### config.mk
export PLATFORM = sky130hd
export DESIGN_NAME = isb_front
export DESIGN_NICKNAME = d
export VERILOG_FILES = /design/src/sv/isb_pkg.sv /design/src/sv/isb_front.sv
export SDC_FILE = /design/constraint.sdc
export NUM_CORES = 1
export LEC_CHECK = 0
export BUFFER_PORTS_ARGS = -buffer_cell sky130_fd_sc_hd__buf_2
export CAP_MARGIN = 20
export CORE_MARGIN = 1
export CORE_UTILIZATION = 46
export CTS_CLUSTER_DIAMETER = 50
export DETAILED_ROUTE_END_ITERATION = 10
export GPL_TIMING_DRIVEN = 0
export PLACE_DENSITY = 0.74
export SYNTH_ARGS = -nofsm -noshare
export SYNTH_HDL_FRONTEND = slang
export SYNTH_SLANG_ARGS = --single-unit
export TNS_END_PERCENT = 100
### constraint.sdc
create_clock -name clk -period 2.6 [get_ports clk]
set_input_delay 0.65 -clock clk [delete_from_list [all_inputs] [get_ports clk]]
set_output_delay 0.65 -clock clk [all_outputs]
set_load 0.02 [all_outputs]
### src/sv/isb_pkg.sv
// ----------------------------------------------------------------------------
// isb_pkg
// Shared types and constants of the insertion sort buffer.
// ----------------------------------------------------------------------------
package isb_pkg;

    localparam int DATA_W      = 32;
    localparam int QUEUE_DEPTH = 2;
    localparam int QPTR_W      = $clog2(QUEUE_DEPTH);
    localparam int QCNT_W      = $clog2(QUEUE_DEPTH + 1);

    // One input element as it waits in the front queue.
    typedef struct packed {
        logic signed [DATA_W-1:0] value;
        logic                     last;
    } item_t;

    // Head of the front queue as the sorter sees it.
    typedef struct packed {
        logic  valid;
        item_t item;
    } head_t;

    // Status of the sorter, watched by the top level.
    typedef struct packed {
        logic draining;
        logic store_empty;
        logic over_capacity;
    } sort_status_t;

endpackage

### src/sv/isb_front.sv
// ----------------------------------------------------------------------------
// isb_front
// Input side: a short queue that takes elements and tags each with its
// set-closing flag, so that input transfers go on while the sorter drains.
// ----------------------------------------------------------------------------
module isb_front (
    input  logic                             clk,
    input  logic                             rst_n,
    input  logic                             push,
    output logic                             full,
    input  logic signed [isb_pkg::DATA_W-1:0] value,
    input  logic                             last,
    output isb_pkg::head_t                   head,
    input  logic                             q_pop
);
    import isb_pkg::*;

    item_t             slot_reg [QUEUE_DEPTH];
    logic [QPTR_W-1:0] wr_ptr_reg;
    logic [QPTR_W-1:0] wr_ptr_next;
    logic [QPTR_W-1:0] rd_ptr_reg;
    logic [QPTR_W-1:0] rd_ptr_next;
    logic [QCNT_W-1:0] cnt_reg;
    logic [QCNT_W-1:0] cnt_next;
    logic              do_push;
    logic              do_pop;

    assign full    = (cnt_reg == QCNT_W'(QUEUE_DEPTH));
    assign do_push = push && !full;
    assign do_pop  = q_pop && (cnt_reg != '0);

    assign head.valid = (cnt_reg != '0);
    assign head.item  = slot_reg[rd_ptr_reg];

    always_comb
    begin
        wr_ptr_next = wr_ptr_reg;
        rd_ptr_next = rd_ptr_reg;
        cnt_next    = cnt_reg;
        if (do_push)
        begin
            wr_ptr_next = (wr_ptr_reg == QPTR_W'(QUEUE_DEPTH - 1)) ? '0 : wr_ptr_reg + 1'b1;
        end
        if (do_pop)
        begin
            rd_ptr_next = (rd_ptr_reg == QPTR_W'(QUEUE_DEPTH - 1)) ? '0 : rd_ptr_reg + 1'b1;
        end
        case ({do_push, do_pop})
            2'b10:   cnt_next = cnt_reg + 1'b1;
            2'b01:   cnt_next = cnt_reg - 1'b1;
            default: cnt_next = cnt_reg;
        endcase
    end

    always_ff @(posedge clk or negedge rst_n)
    begin
        if (!rst_n)
        begin
            wr_ptr_reg <= '0;
            rd_ptr_reg <= '0;
            cnt_reg    <= '0;
        end
        else
        begin
            wr_ptr_reg <= wr_ptr_next;
            rd_ptr_reg <= rd_ptr_next;
            cnt_reg    <= cnt_next;
        end
    end

    always_ff @(posedge clk)
    begin
        if (do_push)
        begin
            slot_reg[wr_ptr_reg] <= '{value: value, last: last};
        end
    end

endmodule

# Word level (Yosys, flattened, before mapping)
# Memory sizes are Yosys's and may differ from the RTL's.
# Cells that the tools add are included.
# Widths: inputs -> output; s select.
# word_totals
n_memories,1
ff_bits,4
mem_bits_rw,66
out_inout_bits,35
wordCells,21
# op_classes
add_sub_neg,4
reduce_logical,5
muxes,5
eq_ne,3
# mem_list
name,words,width,rd,rd_clocked_by_memory_dff,wr,line_no,source
slot_reg,2,33,1,0,1,isb_front.sv:18,item_t slot_reg [QUEUE_DEPTH];
# ops
op,n
$eq 2x2->1 const B,2
$mux 1,4
$pmux 2 s2,1
$reduce_bool 2->1,2
$add 1x1->1 const B,2
$add 2x1->2 const B,1
$eq 2x1->1 const B,1
$logic_and 1x1->1,2
$sub 2x1->2 const B,1
$logic_not 1->1,1

# Longest topological paths before layout
# depth
ltp_word,5
mapped_depth,6
ltp_nobuf,6

# Worst setup path after synthesis
# Ideal clock, no wire load.
# synth_path
path_kind,input to register
startpoint,input push
endpoint,"memory slot_reg[0][0] in the netlist's numbering, enable pin"
path_slack_ns,0.037
t_arrival_ns,2.140
path_stages,2
required_ns,2.177
setup_ns,0.423
path_cell_list,nand2_1 -> nor2_1
# synth_between
elab_chain_len,3
# synth_rtl
element,line_no,source
"start, declared",isb_front.sv:9,"input logic push,"
$logic_and 1x1->1,isb_front.sv:29,assign do_push = push && !full;
$mux 1,isb_front.sv:73,if (do_push)
$mux 1 (implied by the code),isb_front.sv:75,"slot_reg[wr_ptr_reg] <= '{value: value, last: last};"
"end, declared",isb_front.sv:18,
# No other way between the ends.

==> metrics <==
status finished clean; # Max-Cap Violations 0; Vias per Instance 4.78; Final period util 81.2%; RSZ-0062 raised after global routing false; Post-Syn Area per Cell 21.5 um^2; Seq/Total Area, Yosys 80.2%; antenna-violating nets left 0; GRT overflow 0; Synth area leaders edfxtp_1 76%, mux2_2 13%, dfrtp_1 3.9%; routed len/inst 15.0 um; leading area contributor after synthesis edfxtp_1; simple-gate share of the synthesized area 1.49%; Final #Nets 241; CP arrival 1460 ps; R2R depth 3; Area Growth Syn to Fin 24.7%; CP max FO 10; adder-cell share of the synthesized area 0.482%; area of the multi-input gates 475 um^2; total I/O pin count 72; # fillers 438; FF/Latch Area 2080 um^2; diode count 0; main combinational cell family by area after synthesis multiplexers; CP max-delay cell dfrtp_1; DP HPWL 2760 um; Post-synth EDFFs 66; max reg flops 66; Core ar. 5270 um^2; clock root cell clkbuf_8; type of the worst setup path reg -> out; Synth Area in Compound Gates 0%; RR Startpoint cnt_reg[0]$_DFFE_PN0P_; vias in the first global route 1416; area fraction of the dominant cell type after synthesis 76.3%; fin. max-slew vios 0; critical-path cell list buf_6, buf_6, mux2_2, buf_2; Placer Congestion 0.687; minimum clock period 2110 ps; post-cts hold buffer count 0; Power Density 1160 nW/um^2; die width 77.1 um; clk slew on worst S/H paths 70 ps; Slew headroom 37.6%; most numerous cell in the Yosys netlist edfxtp_1; Worst IR Drop VDD 655 uV; htree depth 3; Worst EP required 1950 ps; most instantiated cells after synthesis 66 x edfxtp_1, 31 x mux2_2, 4 x buf_6, 4 x dfrtp_1, 3 x xnor2_1; xor/xnor share of the synthesized area 1.69%; TritonCTS buffer count 9; Std-Cell Rows 26; first-pass GRT wire length 6600 um; synth warn 0; Post-route DRC 0; share of cells above drive strength 1 59.6%; R2R Setup Slk 740 ps; Hold WC Path Type in -> async; fmax 474 MHz; hold_ws 109 ps; Die ar. 5950 um^2; DRT Wirelength 4170 um; DR pass1 iterations 4; endpoints failing setup 0; Syn Nets 159; reg2reg end slot_reg[0][24]$_DFFE_PP_; cell area after synthesis 2600 um^2; Unique masters post-synth 15; PortBufs 71; static leakage 1.24 nW; Worst-Skew Late Latency 330 ps; Post-synth ARST share 5.71%; post-CTS setup buffers 0; clk sink count 70; crit end category output port; CTS resizes 0; Post-Synthesis Cells 121; initial antenna violation count 0; most used cell, CP buf_6; clk buf depth 2; skew final 9.92 ps; post-synthesis register bit count 70; DR vias 1328; Final Hold Vio Count 0; CTS tree built; total track usage 15.1%; CP startpoint rd_ptr_reg$_DFFE_PN0P_; 1st-iter DRT viols 46; Critical Path Start Type flop; starting density of the core 49.3%; Setup TNS 0 ps; CP max stage delay 340 ps; largest net degree at the start of global routing 34; worst slew pin tran 933 ps; Die H 77.1 um; mux share of post-synthesis cell area 14.3%; ys flop type edfxtp_1
report_power, final:
group | internal, mW | total [mW] | switching (mW)
logic | 0.544 | 1.31 | 0.763
registers | 1.55 | 1.63 | 0.0765
clock network | 0.436 | 0.822 | 0.386
total | 2.53 | 3.76 | 1.23
area by class of cell:
class | instances | share of cell area [%]
Sequential cell | 70 | 64.3
Multi-Input combinational cell | 46 | 14.7
Timing Repair Buffer | 71 | 11.0
Clock buffer | 9 | 3.83
Tap cell | 70 | 2.70
Clock inverter | 7 | 2.01
Buffer | 4 | 1.39
Inverter | 1 | 0.116
how the worst max path moves through the flow:
stage | slack, ps | end | depth (start not counted)
2_1_floorplan | 40 | slot_reg[0][0]$_DFFE_PP_ | 2
5_1_grt | 400 | head[25] | 4
3_3_place_gp | -700 | slot_reg[0][2]$_DFFE_PP_ | 3
6_report | 490 | head[12] | 4
3_5_place_dp | 540 | slot_reg[0][18]$_DFFE_PP_ | 3
4_1_cts | 450 | head[12] | 4
cell families after synthesis:
kind of cell | after synthesis
buffers and inverters | 5
adder cells (fa/ha/maj) | 1
AND/OR/NAND/NOR | 7
flip-flops | 70
multiplexers | 33
XOR/XNOR | 5
cell usage in the layout, fill, tap and decap left out:
cell type,instances
nor2_4,1
and2_4,1
clkinvlp_4,1
edfxtp_1,66
clkinv_4,1
buf_2,71
and3_2,1
ha_1,1
buf_6,4
clkinv_1,1
mux2_2,31
mux2_1,2
nor2_1,1
clkbuf_8,9
dfrtp_1,4
nand2_1,1
bufinv_16,1
xnor2_1,3
xor2_1,2
inv_1,1
or2_1,1
nand2b_1,1
clkinv_2,3
metal layers:
layer / up-vias / routed length (um) / global-route usage [%]
met1: 640 / 1750 / 17.5
met4: 0 / 44 / 8.49
met5: - / 0 / 0
li1: 632 / - / -
met2: 50 / 2130 / 25.7
met3: 6 / 240 / 3.69
stage by stage:
stage	instance area [um^2]	total power [mW]	util, %	std cells	worst slack, ps
after floorplan	2600	2.58	-	121	36.8
after global placement	3040	2.93	57.7	262	-702
after detailed placement	3050	2.98	57.9	262	544
after CTS	3240	3.80	61.4	278	453
after global routing	3240	3.95	61.4	278	396
final	3240	3.76	61.4	278	489
critical path, delay by kind of cell (launching register included):
kind / cells / cell delay [ps]
muxes: 1 / 340
buffers and inverters: 3 / 460
DFF: 1 / 340
(Power assumes the default switching activity.)
